--- config.mk ---
export PLATFORM = sky130hd
export DESIGN_NAME = tick_and_jittered_stat_scheduler_flat
export DESIGN_NICKNAME = d
export VERILOG_FILES = /design/src/sv/tjss_pkg.sv /design/src/sv/tjss_in_if.sv /design/src/sv/tjss_out_if.sv /design/src/sv/tjss_alu.sv /design/src/sv/tjss_div.sv /design/src/sv/tick_and_jittered_stat_scheduler.sv /design/src/flat_wrapper.sv
export VERILOG_INCLUDE_DIRS = /design/src /design/src/sv
export SDC_FILE = /design/constraint.sdc
export NUM_CORES = 2
export LEC_CHECK = 0
export BUFFER_PORTS_ARGS = -buffer_cell sky130_fd_sc_hd__buf_2
export CORE_MARGIN = 2
export CORE_UTILIZATION = 57
export DETAILED_ROUTE_END_ITERATION = 6
export GPL_TIMING_DRIVEN = 0
export PLACE_DENSITY = 0.77
export SYNTH_ARGS = -nofsm -noshare
export SYNTH_HDL_FRONTEND = slang
export SYNTH_SLANG_ARGS = --single-unit
--- constraint.sdc ---
create_clock -name clk_i -period 21.8 [get_ports clk_i]
set_input_delay 1.09 -clock clk_i [delete_from_list [all_inputs] [get_ports clk_i]]
set_output_delay 1.09 -clock clk_i [all_outputs]
set_load 0.01 [all_outputs]
--- src/sv/tick_and_jittered_stat_scheduler_defines.svh ---
// ----------------------------------------------------------------------------
// Tick scheduler assertion macros
// Shared concurrent assertion shorthands, clocked on clk_i, off in reset.
// ----------------------------------------------------------------------------
`ifndef TICK_AND_JITTERED_STAT_SCHEDULER_DEFINES_SVH
`define TICK_AND_JITTERED_STAT_SCHEDULER_DEFINES_SVH

// Condition that must hold at every clock edge
`define TJSS_ASSERT(lbl, cond, msg) \
  lbl: assert property (@(posedge clk_i) disable iff (!rst_ni) (cond)) else $error(msg);

// Consequence that must hold in the cycle after the trigger
`define TJSS_ASSERT_NEXT(lbl, trig, cons, msg) \
  lbl: assert property (@(posedge clk_i) disable iff (!rst_ni) (trig) |=> (cons)) \
    else $error(msg);

`endif

--- src/sv/tjss_pkg.sv ---
`timescale 1ns / 1ps
// ----------------------------------------------------------------------------
// Tick scheduler package
// Field widths, register codes, shared datapath types and the LFSR step.
// ----------------------------------------------------------------------------
package tjss_pkg;

  localparam int unsigned NOW_W      = 64;
  localparam int unsigned PERIOD_W   = 31;
  localparam int unsigned MIN_W      = 31;
  localparam int unsigned MASK_W     = 30;
  localparam int unsigned CNT_W      = 16;
  localparam int unsigned RELOAD_W   = 32;
  localparam int unsigned LFSR_W     = 32;
  localparam int unsigned CFG_IDX_W  = 2;
  localparam int unsigned CFG_DATA_W = 31;

  localparam logic [LFSR_W-1:0] LFSR_TAPS = 32'h8020_0003;
  localparam logic [LFSR_W-1:0] LFSR_SEED = 32'h0000_ACE1;
  localparam logic [CNT_W-1:0]  CNT_MAX   = 16'hFFFF;

  typedef enum logic [CFG_IDX_W-1:0] {
    CFG_TICK_PERIOD = 2'd0,
    CFG_STAT_MIN    = 2'd1,
    CFG_JITTER_MASK = 2'd2
  } cfg_idx_e;

  typedef enum logic {
    KIND_START = 1'b0,
    KIND_IRQ   = 1'b1
  } kind_e;

  typedef struct packed {
    logic [NOW_W-1:0] a;
    logic [NOW_W-1:0] b;
    logic             sub;
  } alu_req_t;

  typedef struct packed {
    logic [NOW_W-1:0] sum;
    logic             carry;  // on subtract: a >= b
  } alu_res_t;

  typedef struct packed {
    logic                start;
    logic [NOW_W-1:0]    dividend;
    logic [PERIOD_W-1:0] divisor;
  } div_req_t;

  typedef struct packed {
    logic                busy;
    logic                done;
    logic [NOW_W-1:0]    quot;
    logic [PERIOD_W-1:0] rem;
  } div_res_t;

  // Galois LFSR, shifting right
  function automatic logic [LFSR_W-1:0] lfsr_step(input logic [LFSR_W-1:0] s);
    logic [LFSR_W-1:0] n;
    n = {1'b0, s[LFSR_W-1:1]};
    if (s[0]) begin
      n = n ^ LFSR_TAPS;
    end
    return n;
  endfunction

endpackage

--- src/sv/tjss_in_if.sv ---
`timescale 1ns / 1ps
// ----------------------------------------------------------------------------
// Tick scheduler request channel
// Valid/ready channel carrying one start or interrupt request.
// ----------------------------------------------------------------------------
interface tjss_in_if import tjss_pkg::*; ();

  logic             valid;
  logic             ready;
  logic             kind;
  logic [NOW_W-1:0] timebase_now;
  logic             masked;

  modport source (output valid, kind, timebase_now, masked, input ready);
  modport sink   (input valid, kind, timebase_now, masked, output ready);

endinterface

--- src/sv/tjss_out_if.sv ---
`timescale 1ns / 1ps
// ----------------------------------------------------------------------------
// Tick scheduler result channel
// Valid/ready channel carrying the reload value and tick counts.
// ----------------------------------------------------------------------------
interface tjss_out_if import tjss_pkg::*; ();

  logic                valid;
  logic                ready;
  logic                ignored;
  logic [RELOAD_W-1:0] reload_value;
  logic [CNT_W-1:0]    hard_ticks;
  logic [CNT_W-1:0]    stat_ticks;

  modport source (output valid, ignored, reload_value, hard_ticks, stat_ticks, input ready);
  modport sink   (input valid, ignored, reload_value, hard_ticks, stat_ticks, output ready);

endinterface

--- src/sv/tjss_alu.sv ---
`timescale 1ns / 1ps
// ----------------------------------------------------------------------------
// Tick scheduler shared adder
// 64-bit add/subtract with carry out, used for every wide add and compare.
// ----------------------------------------------------------------------------
module tjss_alu import tjss_pkg::*; (
  input  alu_req_t req_i,
  output alu_res_t res_o
);

  logic [NOW_W:0] full;

  assign full = {1'b0, req_i.a} + {1'b0, req_i.b ^ {NOW_W{req_i.sub}}}
              + {{NOW_W{1'b0}}, req_i.sub};

  assign res_o.sum   = full[NOW_W-1:0];
  assign res_o.carry = full[NOW_W];

endmodule

--- src/sv/tjss_div.sv ---
`timescale 1ns / 1ps
// ----------------------------------------------------------------------------
// Tick scheduler divider
// Restoring 64 by 31 bit divider, one quotient bit a cycle, with an early
// exit when the dividend is already below the divisor.
// ----------------------------------------------------------------------------
module tjss_div import tjss_pkg::*; (
  input  logic     clk_i,
  input  logic     rst_ni,
  input  div_req_t req_i,
  output div_res_t res_o
);

  localparam int unsigned StepW = $clog2(NOW_W);
  localparam logic [StepW-1:0] LastStep = StepW'(NOW_W - 1);

  logic                busy_q, busy_d;
  logic                done_q, done_d;
  logic                chk_q, chk_d;
  logic [StepW-1:0]    cnt_q, cnt_d;
  logic [NOW_W-1:0]    quot_q, quot_d;
  logic [PERIOD_W-1:0] rem_q, rem_d;
  logic [PERIOD_W-1:0] divisor_q, divisor_d;

  logic [PERIOD_W:0]   shifted;
  logic [PERIOD_W+1:0] diff;
  logic                ge;
  logic                fits;

  assign shifted = {rem_q, quot_q[NOW_W-1]};
  assign diff    = {1'b0, shifted} - {2'b00, divisor_q};
  assign ge      = ~diff[PERIOD_W+1];
  assign fits    = ~|quot_q[NOW_W-1:PERIOD_W] && (quot_q[PERIOD_W-1:0] < divisor_q);

  always_comb begin
    busy_d    = busy_q;
    done_d    = 1'b0;
    chk_d     = chk_q;
    cnt_d     = cnt_q;
    quot_d    = quot_q;
    rem_d     = rem_q;
    divisor_d = divisor_q;
    if (req_i.start) begin
      quot_d    = req_i.dividend;
      divisor_d = req_i.divisor;
      rem_d     = '0;
      cnt_d     = '0;
      busy_d    = 1'b1;
      chk_d     = 1'b1;
    end else if (busy_q) begin
      if (chk_q) begin
        chk_d = 1'b0;
        if (fits) begin
          rem_d  = quot_q[PERIOD_W-1:0];
          quot_d = '0;
          busy_d = 1'b0;
          done_d = 1'b1;
        end
      end else begin
        rem_d  = ge ? diff[PERIOD_W-1:0] : shifted[PERIOD_W-1:0];
        quot_d = {quot_q[NOW_W-2:0], ge};
        cnt_d  = cnt_q + StepW'(1);
        if (cnt_q == LastStep) begin
          busy_d = 1'b0;
          done_d = 1'b1;
        end
      end
    end
  end

  always_ff @(posedge clk_i or negedge rst_ni) begin
    if (!rst_ni) begin
      busy_q <= 1'b0;
      done_q <= 1'b0;
      chk_q  <= 1'b0;
      cnt_q  <= '0;
    end else begin
      busy_q <= busy_d;
      done_q <= done_d;
      chk_q  <= chk_d;
      cnt_q  <= cnt_d;
    end
  end

  always_ff @(posedge clk_i) begin
    quot_q    <= quot_d;
    rem_q     <= rem_d;
    divisor_q <= divisor_d;
  end

  assign res_o.busy = busy_q;
  assign res_o.done = done_q;
  assign res_o.quot = quot_q;
  assign res_o.rem  = rem_q;

endmodule

--- src/sv/tick_and_jittered_stat_scheduler.sv ---
`timescale 1ns / 1ps
// Flow: a start request sets both deadlines from now; an interrupt with zero tick period is
// ignored; other interrupts catch the tick and stat deadlines up over the shared adder and
// divider, with an LFSR redraw per stat tick, and unless masked count the hard ticks since
// the last one with a further division.
// Throughput: one request at a time; the next is taken while the result waits at the output.
// Reset: state, config, deadlines and LFSR reset at once, no sweep; data registers do not.
// ----------------------------------------------------------------------------
// Periodic tick and jittered statistics tick scheduler
// Sequencer over one shared 64-bit adder and one iterative divider.
// ----------------------------------------------------------------------------
`include "tick_and_jittered_stat_scheduler_defines.svh"

module tick_and_jittered_stat_scheduler import tjss_pkg::*; (
  input  logic                  clk_i,
  input  logic                  rst_ni,
  tjss_in_if.sink               req_i,
  tjss_out_if.source            rsp_o,
  input  logic                  cfg_we_i,
  input  logic [CFG_IDX_W-1:0]  cfg_idx_i,
  input  logic [CFG_DATA_W-1:0] cfg_data_i
);

  typedef enum logic [16:0] {
    ST_IDLE  = 17'h00001,
    ST_START = 17'h00002,
    ST_TCMP  = 17'h00004,
    ST_TDIV  = 17'h00008,
    ST_TADV1 = 17'h00010,
    ST_TADV2 = 17'h00020,
    ST_TPREV = 17'h00040,
    ST_SCMP  = 17'h00080,
    ST_DRAW  = 17'h00100,
    ST_SADD  = 17'h00200,
    ST_NEAR  = 17'h00400,
    ST_RELD  = 17'h00800,
    ST_LCMP  = 17'h01000,
    ST_LDIV  = 17'h02000,
    ST_LADV1 = 17'h04000,
    ST_LADV2 = 17'h08000,
    ST_DONE  = 17'h10000
  } state_e;

  state_e state_q, state_d;

  // configuration
  logic [PERIOD_W-1:0] tick_period_q;
  logic [MIN_W-1:0]    stat_min_q;
  logic [MASK_W-1:0]   jitter_mask_q;

  // scheduler state
  logic [NOW_W-1:0]  tick_dl_q, tick_dl_d;
  logic [NOW_W-1:0]  stat_dl_q, stat_dl_d;
  logic [NOW_W-1:0]  last_q, last_d;
  logic [CNT_W-1:0]  pending_q, pending_d;
  logic [LFSR_W-1:0] lfsr_q, lfsr_d;
  logic [CNT_W-1:0]  nstats_q, nstats_d;

  // per-request working registers
  logic [NOW_W-1:0]    now_q, now_d;
  logic                masked_q, masked_d;
  logic [NOW_W-1:0]    scratch_q, scratch_d;
  logic [NOW_W-1:0]    prev_q, prev_d;
  logic [NOW_W-1:0]    near_q, near_d;
  logic [MIN_W:0]      inc_q, inc_d;
  logic                res_ign_q, res_ign_d;
  logic [RELOAD_W-1:0] res_reload_q, res_reload_d;
  logic [CNT_W-1:0]    res_hard_q, res_hard_d;
  logic [CNT_W-1:0]    res_stats_q, res_stats_d;

  // output register
  logic                out_valid_q, out_valid_d;
  logic                out_ign_q;
  logic [RELOAD_W-1:0] out_reload_q;
  logic [CNT_W-1:0]    out_hard_q;
  logic [CNT_W-1:0]    out_stats_q;
  logic                out_load;

  alu_req_t alu_req;
  alu_res_t alu_res;
  div_req_t div_req;
  div_res_t div_res;

  logic                req_acc;
  logic [LFSR_W-1:0]   lfsr_next;
  logic [MASK_W-1:0]   jitter;
  logic [CNT_W:0]      stat_sum;
  logic [CNT_W-1:0]    stat_sat;
  logic [CNT_W:0]      hard_sum;
  logic                rem_nz;

  tjss_alu u_alu (
    .req_i (alu_req),
    .res_o (alu_res)
  );

  tjss_div u_div (
    .clk_i  (clk_i),
    .rst_ni (rst_ni),
    .req_i  (div_req),
    .res_o  (div_res)
  );

  assign req_i.ready = (state_q == ST_IDLE);
  assign req_acc     = req_i.valid && req_i.ready;

  assign lfsr_next = lfsr_step(lfsr_q);
  assign jitter    = lfsr_next[MASK_W-1:0] & jitter_mask_q;
  assign stat_sum  = {1'b0, pending_q} + {1'b0, nstats_q};
  assign stat_sat  = stat_sum[CNT_W] ? CNT_MAX : stat_sum[CNT_W-1:0];
  assign rem_nz    = |div_res.rem;
  assign hard_sum  = {1'b0, div_res.quot[CNT_W-1:0]} + {{CNT_W{1'b0}}, rem_nz};

  always_comb begin
    state_d      = state_q;
    tick_dl_d    = tick_dl_q;
    stat_dl_d    = stat_dl_q;
    last_d       = last_q;
    pending_d    = pending_q;
    lfsr_d       = lfsr_q;
    nstats_d     = nstats_q;
    now_d        = now_q;
    masked_d     = masked_q;
    scratch_d    = scratch_q;
    prev_d       = prev_q;
    near_d       = near_q;
    inc_d        = inc_q;
    res_ign_d    = res_ign_q;
    res_reload_d = res_reload_q;
    res_hard_d   = res_hard_q;
    res_stats_d  = res_stats_q;
    out_load     = 1'b0;
    alu_req      = '{a: '0, b: '0, sub: 1'b0};
    div_req      = '{start: 1'b0, dividend: alu_res.sum, divisor: tick_period_q};

    unique case (state_q)
      ST_IDLE: begin
        if (req_acc) begin
          now_d        = req_i.timebase_now;
          masked_d     = req_i.masked;
          nstats_d     = '0;
          res_ign_d    = 1'b0;
          res_reload_d = '0;
          res_hard_d   = '0;
          res_stats_d  = '0;
          if (req_i.kind == KIND_START) begin
            state_d = ST_START;
          end else if (tick_period_q == '0) begin
            res_ign_d = 1'b1;
            state_d   = ST_DONE;
          end else begin
            state_d = ST_TCMP;
          end
        end
      end
      ST_START: begin
        alu_req      = '{a: now_q, b: {33'b0, tick_period_q}, sub: 1'b0};
        tick_dl_d    = alu_res.sum;
        stat_dl_d    = alu_res.sum;
        last_d       = now_q;
        pending_d    = '0;
        res_reload_d = {1'b0, tick_period_q};
        state_d      = ST_DONE;
      end
      ST_TCMP: begin
        // tick deadline not after now: catch up by whole periods
        alu_req = '{a: now_q, b: tick_dl_q, sub: 1'b1};
        if (alu_res.carry) begin
          div_req.start = 1'b1;
          state_d       = ST_TDIV;
        end else begin
          state_d = ST_TPREV;
        end
      end
      ST_TDIV: begin
        if (div_res.done) begin
          state_d = ST_TADV1;
        end
      end
      ST_TADV1: begin
        alu_req   = '{a: now_q, b: {33'b0, div_res.rem}, sub: 1'b1};
        scratch_d = alu_res.sum;
        state_d   = ST_TADV2;
      end
      ST_TADV2: begin
        alu_req   = '{a: scratch_q, b: {33'b0, tick_period_q}, sub: 1'b0};
        tick_dl_d = alu_res.sum;
        state_d   = ST_TPREV;
      end
      ST_TPREV: begin
        alu_req = '{a: tick_dl_q, b: {33'b0, tick_period_q}, sub: 1'b1};
        prev_d  = alu_res.sum;
        state_d = ST_SCMP;
      end
      ST_SCMP: begin
        alu_req = '{a: now_q, b: stat_dl_q, sub: 1'b1};
        if (alu_res.carry && (nstats_q != CNT_MAX)) begin
          state_d = ST_DRAW;
        end else begin
          state_d = ST_NEAR;
        end
      end
      ST_DRAW: begin
        // redraw until the masked value is nonzero, single step if mask is zero
        lfsr_d = lfsr_next;
        if ((jitter != '0) || (jitter_mask_q == '0)) begin
          inc_d   = {1'b0, stat_min_q} + {2'b00, jitter};
          state_d = ST_SADD;
        end
      end
      ST_SADD: begin
        alu_req   = '{a: stat_dl_q, b: {32'b0, inc_q}, sub: 1'b0};
        stat_dl_d = alu_res.sum;
        nstats_d  = nstats_q + CNT_W'(1);
        state_d   = ST_SCMP;
      end
      ST_NEAR: begin
        alu_req = '{a: tick_dl_q, b: stat_dl_q, sub: 1'b1};
        near_d  = alu_res.carry ? stat_dl_q : tick_dl_q;
        state_d = ST_RELD;
      end
      ST_RELD: begin
        alu_req = '{a: near_q, b: now_q, sub: 1'b1};
        if (!alu_res.carry || (alu_res.sum == '0)) begin
          res_reload_d = '0;
        end else if (|alu_res.sum[NOW_W-1:RELOAD_W]) begin
          res_reload_d = '1;
        end else begin
          res_reload_d = alu_res.sum[RELOAD_W-1:0];
        end
        if (masked_q) begin
          pending_d = stat_sat;
          state_d   = ST_DONE;
        end else begin
          res_stats_d = stat_sat;
          pending_d   = '0;
          state_d     = ST_LCMP;
        end
      end
      ST_LCMP: begin
        // last tick time below previous deadline: count periods elapsed
        alu_req = '{a: prev_q, b: last_q, sub: 1'b1};
        if (alu_res.carry && (alu_res.sum != '0)) begin
          div_req.start = 1'b1;
          state_d       = ST_LDIV;
        end else begin
          state_d = ST_DONE;
        end
      end
      ST_LDIV: begin
        if (div_res.done) begin
          if ((|div_res.quot[NOW_W-1:CNT_W]) || hard_sum[CNT_W]) begin
            res_hard_d = CNT_MAX;
          end else begin
            res_hard_d = hard_sum[CNT_W-1:0];
          end
          if (rem_nz) begin
            state_d = ST_LADV1;
          end else begin
            last_d  = prev_q;
            state_d = ST_DONE;
          end
        end
      end
      ST_LADV1: begin
        alu_req   = '{a: prev_q, b: {33'b0, div_res.rem}, sub: 1'b1};
        scratch_d = alu_res.sum;
        state_d   = ST_LADV2;
      end
      ST_LADV2: begin
        alu_req = '{a: scratch_q, b: {33'b0, tick_period_q}, sub: 1'b0};
        last_d  = alu_res.sum;
        state_d = ST_DONE;
      end
      ST_DONE: begin
        if (!out_valid_q || rsp_o.ready) begin
          out_load = 1'b1;
          state_d  = ST_IDLE;
        end
      end
      default: begin
        state_d = ST_IDLE;
      end
    endcase
  end

  always_comb begin
    out_valid_d = out_valid_q;
    if (out_load) begin
      out_valid_d = 1'b1;
    end else if (rsp_o.ready) begin
      out_valid_d = 1'b0;
    end
  end

  always_ff @(posedge clk_i or negedge rst_ni) begin
    if (!rst_ni) begin
      state_q       <= ST_IDLE;
      tick_period_q <= '0;
      stat_min_q    <= MIN_W'(1);
      jitter_mask_q <= MASK_W'(1);
      tick_dl_q     <= '0;
      stat_dl_q     <= '0;
      last_q        <= '0;
      pending_q     <= '0;
      lfsr_q        <= LFSR_SEED;
      nstats_q      <= '0;
      out_valid_q   <= 1'b0;
    end else begin
      state_q     <= state_d;
      tick_dl_q   <= tick_dl_d;
      stat_dl_q   <= stat_dl_d;
      last_q      <= last_d;
      pending_q   <= pending_d;
      lfsr_q      <= lfsr_d;
      nstats_q    <= nstats_d;
      out_valid_q <= out_valid_d;
      if (cfg_we_i) begin
        unique case (cfg_idx_i)
          CFG_TICK_PERIOD: tick_period_q <= cfg_data_i[PERIOD_W-1:0];
          CFG_STAT_MIN:    stat_min_q    <= cfg_data_i[MIN_W-1:0];
          CFG_JITTER_MASK: jitter_mask_q <= cfg_data_i[MASK_W-1:0];
          default: begin
          end
        endcase
      end
    end
  end

  always_ff @(posedge clk_i) begin
    now_q        <= now_d;
    masked_q     <= masked_d;
    scratch_q    <= scratch_d;
    prev_q       <= prev_d;
    near_q       <= near_d;
    inc_q        <= inc_d;
    res_ign_q    <= res_ign_d;
    res_reload_q <= res_reload_d;
    res_hard_q   <= res_hard_d;
    res_stats_q  <= res_stats_d;
    if (out_load) begin
      out_ign_q    <= res_ign_q;
      out_reload_q <= res_reload_q;
      out_hard_q   <= res_hard_q;
      out_stats_q  <= res_stats_q;
    end
  end

  assign rsp_o.valid        = out_valid_q;
  assign rsp_o.ignored      = out_ign_q;
  assign rsp_o.reload_value = out_reload_q;
  assign rsp_o.hard_ticks   = out_hard_q;
  assign rsp_o.stat_ticks   = out_stats_q;

  `TJSS_ASSERT_NEXT(a_busy_after_req, req_acc, !req_i.ready, "request taken while busy")
  `TJSS_ASSERT(a_div_start_idle, !(div_req.start && div_res.busy), "divider restarted mid-run")
  `TJSS_ASSERT(a_ignored_zero, !(out_valid_q && out_ign_q) || ((out_reload_q == '0) && (out_hard_q == '0) && (out_stats_q == '0)), "ignored result not zero")

endmodule
--- src/flat_wrapper.sv ---
// flat-port wrapper written by rule: the top's interface ports become plain ports
module tick_and_jittered_stat_scheduler_flat import tjss_pkg::*;
  (clk_i, rst_ni, cfg_we_i, cfg_idx_i, cfg_data_i, req_i_valid, req_i_kind, req_i_timebase_now, req_i_masked, req_i_ready, rsp_o_valid, rsp_o_ignored, rsp_o_reload_value, rsp_o_hard_ticks, rsp_o_stat_ticks, rsp_o_ready);
  tjss_in_if req_i_i ();
  tjss_out_if rsp_o_i ();
  input  logic clk_i;
  input  logic rst_ni;
  input  logic cfg_we_i;
  input  logic [CFG_IDX_W-1:0] cfg_idx_i;
  input  logic [CFG_DATA_W-1:0] cfg_data_i;
  input wire logic [$bits(req_i_i.valid)-1:0] req_i_valid;
  input wire logic [$bits(req_i_i.kind)-1:0] req_i_kind;
  input wire logic [$bits(req_i_i.timebase_now)-1:0] req_i_timebase_now;
  input wire logic [$bits(req_i_i.masked)-1:0] req_i_masked;
  output wire logic [$bits(req_i_i.ready)-1:0] req_i_ready;
  output wire logic [$bits(rsp_o_i.valid)-1:0] rsp_o_valid;
  output wire logic [$bits(rsp_o_i.ignored)-1:0] rsp_o_ignored;
  output wire logic [$bits(rsp_o_i.reload_value)-1:0] rsp_o_reload_value;
  output wire logic [$bits(rsp_o_i.hard_ticks)-1:0] rsp_o_hard_ticks;
  output wire logic [$bits(rsp_o_i.stat_ticks)-1:0] rsp_o_stat_ticks;
  input wire logic [$bits(rsp_o_i.ready)-1:0] rsp_o_ready;
  assign req_i_i.valid = req_i_valid;
  assign req_i_i.kind = req_i_kind;
  assign req_i_i.timebase_now = req_i_timebase_now;
  assign req_i_i.masked = req_i_masked;
  assign req_i_ready = req_i_i.ready;
  assign rsp_o_valid = rsp_o_i.valid;
  assign rsp_o_ignored = rsp_o_i.ignored;
  assign rsp_o_reload_value = rsp_o_i.reload_value;
  assign rsp_o_hard_ticks = rsp_o_i.hard_ticks;
  assign rsp_o_stat_ticks = rsp_o_i.stat_ticks;
  assign rsp_o_i.ready = rsp_o_ready;
  tick_and_jittered_stat_scheduler u_core (.clk_i(clk_i), .rst_ni(rst_ni), .req_i(req_i_i), .rsp_o(rsp_o_i), .cfg_we_i(cfg_we_i), .cfg_idx_i(cfg_idx_i), .cfg_data_i(cfg_data_i));
endmodule
After elaboration in Yosys (flattened, before gate mapping):

Index checks and enable logic that the tools add are counted.

* order comparisons: 1
* muxes and demuxes: 63
* add/sub/neg operators: 8
* reduce and logical (&&, ||, !) cells: 49
* eq/ne operators: 31
* bitwise gates (word level): 4

Operators with widths (count)
* 129-bit case mux with 11 select lines: 1
* 64-bit two-way mux: 7
* 17-bit case mux with 15 select lines: 1
* 64-bit case mux with 3 select lines: 1
* 17-bit two-way mux: 10
* 32-bit two-way mux: 4
* 16-bit case mux with 2 select lines: 4
* 16-bit two-way mux: 6
* 32-bit case mux with 3 select lines: 1
* 31-bit two-way mux: 3
* 64-bit by 64-bit adder with 65-bit output: 1
* 65-bit by 1-bit adder with 65-bit output: 1
* 64-bit zero test: 1
* 64-bit nonzero test: 1
* 64-bit XOR: 1
* 48-bit OR reduction: 1
* 33-bit OR reduction: 1
* 32-bit by 31-bit subtractor with 33-bit output: 1
* 31-bit by 30-bit adder with 32-bit output: 1
* 32-bit OR reduction: 1
* 31-bit zero test: 1
* 31-bit < comparator: 1
* 31-bit OR reduction: 1
* 30-bit bitwise AND: 1
* 47 further kinds: 104

* output and inout bits: 67
* bits in registers: 920

Longest topological paths before layout:

* depth in word-level cells: 12
* gate-level depth with buffers: 35
* depth with buffers taken out: 29

Modules after synthesis:

Synthesis repeated with hierarchy kept, for this count alone.

* cell total of the unflattened synthesis: 4498
* area total of the unflattened synthesis: 48397.7 um^2

By module, submodules not included
* tick_and_jittered_stat_scheduler: cells each 3065, instances 1, area each 35711.8 um^2
* tjss_div: cells each 817, instances 1, area each 8356.8 um^2
* tjss_alu: cells each 616, instances 1, area each 4329.2 um^2

Worst setup path after synthesis:

Ideal clock, no wire load.

* path kind: flip-flop to flip-flop
* from: register u_core.state_q[12]
* to: register u_core.u_div.quot_q[0] (enable)
* setup slack: 11.396 ns
* arrival time: 9.857 ns
* clock period less this slack: 10.404 ns
* library setup time: 0.547 ns
* stages on the path, launching flop included: 30
* buffers on the path: 5
* cell sequence: dfrtp_1 -> buf_2 -> nor3_4 -> nand4b_1 -> nor2_1 -> or3_1 -> buf_2 -> clkbuf_1 -> nand2_1 -> nand4_1 -> mux2i_1 -> ha_1 -> clkbuf_1 -> and3_1 -> and4_1 -> o21ai_1 -> nand2_1 -> xnor2_1 -> inv_1 -> or4_1 -> nor4_1 -> nand4_1 -> or4_1 -> nor3_1 -> nand3_1 -> or4_1 -> nor4_2 -> a41oi_2 -> buf_2 -> or2_1

RTL lines
* from (decl): RTL line tick_and_jittered_stat_scheduler.sv:44 `state_e state_q, state_d;`
* from (signal assigned): RTL line tick_and_jittered_stat_scheduler.sv:310 `state_q <= state_d;`
* to (signal assigned): RTL line tjss_div.sv:86 `quot_q <= quot_d;`
* to (decl): RTL line tjss_div.sv:21 `logic [NOW_W-1:0] quot_q, quot_d;`

==> flow_summary.ini <==
[place]
place_inst = 5710
dp_hpwl_mm = 123
portBuffers = 170
globalplace.congestion = 1.03

[clock_tree]
cts_resized = 0
cts.path.max_buffers = 3
root_buffer = clkbuf_16
numCtsBuffers = 96
clock-sinks = 920
cts_max_level = 3
clkTransAtPathRegs_ns = 0.06
cts_tree = built
cts_setup_buffers = 0
clk_latency_ns = 0.70
cts_hold_buf = 0

[synthesis]
synthesis.area_um2 = 47600
synth_fa_ha_area_share_pct = 4.74
synthSimpleGateAreaFrac_pct = 13.8
yosysTopAreaCellShare_pct = 32.4
syn-num-nets = 4732
synth_top_family_by_area = compound AO/OA/AOI/OAI gates
ys_types = 98
synth-xor-area-share_pct = 2.59
syn_inst = 4450
synth_warnings = 0
async_flop_share_pct = 40.8
avgSynthCellArea_um2 = 10.7
synthFlopType = edfxtp_1
synth_edf_count = 514
muxShareOfSynthArea_pct = 4.43
synth_area_leaders = edfxtp_1, dfrtp_1, ha_1
ys_seq_area_share_pct = 53.5
ys_ff_latch = 920
synth_compound_area_share_pct = 17.7
yosys.area.top_type = edfxtp_1

[floorplanning]
coreArea_um2 = 82400
die_area_um2 = 85800
die_w_um = 293
start_util_pct = 57.8
die_h_um = 293
rows = 105
ios = 171

[timing]
hold_viol = 0
slew_headroom_pct = -0.0597
max_freq_ghz = 0.0828
period_share_pct = 55.4
setup_tns_ns = 0
tightest_slew_ns = 1.49
fin_crit_ns = 12.07
holdWs_ns = 0.324
fin_skew_ns = 0.0335
rsz0062_at_grt = false
slew_violations = 1
setup_violations = 0

[worst_setup_path]
cp-endpoint = u_core.u_div.quot_q[62]$_DFFE_PP_
critPathSlowestCell = clkbuf_1
reg2reg_from = u_core.state_q[2]$_DFFE_PN0P_
startpoint = u_core.state_q[2]$_DFFE_PN0P_
critPathArrivalTime_ns = 12.49
ff2ff_setup_slack_ns = 9.73
critPathKind = reg2reg
cp-end-kind = register
cp_max_fo = 43
rr_worst_depth = 31
cp.required_ns = 22.21
r2r_end = u_core.u_div.quot_q[62]$_DFFE_PP_
crit_path_max_incr_delay_ns = 1.08
start_kind = register

[global_routing]
grt_overflow_total = 0
grt_pass1_wl_mm = 253
grt_max_degree = 119
grt_usage_pct = 40.3
grt_pass1_vias = 39100
antenna_found_initial = 5

[status]
status = finished, violations left
violations = design-rule violations, max-capacitance violations, max-slew violations

[power]
power_density_nw_per_um2 = 101
power_leakage_nw = 22.4
peakVddDrop_mv = 0.0753

[routing]
drc_errors = 43
viasPerCell = 6.95
num_vias = 41000
drtAntennaViolNets = 0
drt_iter0_drc = 6847
wirelength_mm = 176
wl_per_cell_um = 29.8
first_pass_iters = 7

[layout]
fillers = 6344
nets = 5020
drive_gt1_share_pct = 11.7
layoutNonFillerInstCount = 5899
areaGrowthSynthToFinish_pct = 12.3

[min_path]
hold_path_class = in2async

[flow_run]
drv_cap = 1
-- sequential cells by signal, summed over array words and instances, names as in the netlist, 17 cells and up --
name / count
u_core.inc_q: 32
u_core.tick_dl_q: 64
u_core.u_div.divisor_q: 31
u_core.u_div.rem_q: 31
u_core.last_q: 64
u_core.prev_q: 64
u_core.scratch_q: 64
u_core.rsp_o.reload_value: 32
u_core.stat_min_q: 31
u_core.tick_period_q: 31
u_core.u_div.quot_q: 64
u_core.state_q: 17
u_core.lfsr_q: 32
u_core.res_reload_q: 32
u_core.stat_dl_q: 64
u_core.now_q: 64
u_core.jitter_mask_q: 30
u_core.near_q: 64
-- final cells by class --
class | count | area (um^2) | share of cell area (%)
buffer | 255 | 1020 | 1.91
clock buffer | 144 | 2720 | 5.10
antenna | 9 | 22.5 | 0.0421
timing repair buffer | 190 | 1270 | 2.38
tap | 1070 | 1340 | 2.50
sequential | 920 | 25500 | 47.6
multi-input combinational | 3128 | 20700 | 38.7
inverter | 147 | 552 | 1.03
clock inverter | 36 | 405 | 0.759
-- cells in the mapped netlist, drive strengths merged, types with 32 or more instances --
| library cell | instances |
|---|---|
| nand2 | 572 |
| edfxtp | 514 |
| dfrtp | 364 |
| nor2 | 342 |
| o21ai | 246 |
| a21oi | 241 |
| a22oi | 225 |
| clkbuf | 219 |
| ha | 174 |
| mux2 | 151 |
| inv | 146 |
| a21o | 90 |
| a221o | 90 |
| nand3 | 73 |
| xnor2 | 72 |
| a22o | 69 |
| xor2 | 68 |
| and3 | 67 |
| nor3 | 67 |
| a221oi | 61 |
| nand4 | 57 |
| nor4 | 51 |
| and2 | 47 |
| mux2i | 41 |
| buf | 36 |
| nand2b | 35 |
| a222oi | 32 |
-- metrics by stage --
stage	worst slack (ns)	util [%]	instance area, um^2	power, mW
floorplan	11.40	-	47600	3.14
global placement	4.75	60.5	49800	3.64
detailed placement	10.54	61.1	50300	3.70
CTS	10.51	64.9	53400	5.33
global route	9.65	64.9	53400	5.57
finish	9.73	64.9	53400	5.42
-- placed cells by master (no fill, tap or decap), types with 61 or more instances in the layout --
cell type  instances
and3_1            67
nor2_1           336
a21oi_1          239
nand2_1          571
dfrtp_1          364
buf_2            180
clkbuf_1         253
mux2_2           151
a221o_1           90
o21ai_0          240
a21o_1            89
nand3_1           73
ha_1             174
a22oi_1          225
a221oi_1          61
inv_1            144
xnor2_1           70
clkbuf_16         97
a22o_1            69
xor2_1            68
edfxtp_1         514
-- layer usage --
layer,vias up,wire length (um),share of wire (%),GRT usage (%)
li1,17200,-,-,-
met1,19700,62500,35,51.4
met2,3329,74700,42,59.4
met3,812,25200,14,13.0
met4,6,13500,7.7,25.4
met5,-,128,0.073,0.964
-- where the power goes --
part | total [mW] | internal, mW | switching (mW)
Clock | 1.66 | 0.939 | 0.723
Combinational | 1.28 | 0.396 | 0.885
Sequential | 2.48 | 2.19 | 0.287
Total | 5.42 | 3.52 | 1.89
-- critical path: cells and delay by family, from the launching register on --
kind / cells / cell delay, ns
AOI/OAI and AO/OA: 6 / 1.07
DFF: 1 / 0.44
buffers and inverters: 7 / 3.29
and+or+nand+nor: 16 / 6.11
adders and majority gates: 1 / 0.31
xor gates and xnor gates: 1 / 0.52
-- worst min path at each step --
stage	end	slack (ns)	depth (start not counted)
after floorplan	u_core.rsp_o.hard_ticks[0]$_DFFE_PP_	0.40	0
after global placement	u_core.rsp_o.reload_value[6]$_DFFE_PP_	0.40	0
after detailed placement	u_core.rsp_o.reload_value[18]$_DFFE_PP_	0.40	0
after CTS	u_core.tick_period_q[11]$_DFFE_PN0P_	0.32	1
after global routing	u_core.jitter_mask_q[14]$_DFFE_PN0P_	0.34	1
final	u_core.jitter_mask_q[14]$_DFFE_PN0P_	0.32	1
-- kinds of logic after synthesis --
logic type	after synthesis
AND/OR/NAND/NOR	1413
buffers and inverters	402
multiplexers	192
XOR/XNOR	140
flip-flops	920
AO/OA/AOI/OAI	1205
adder cells (fa/ha/maj)	178
(Power assumes the default switching activity.)
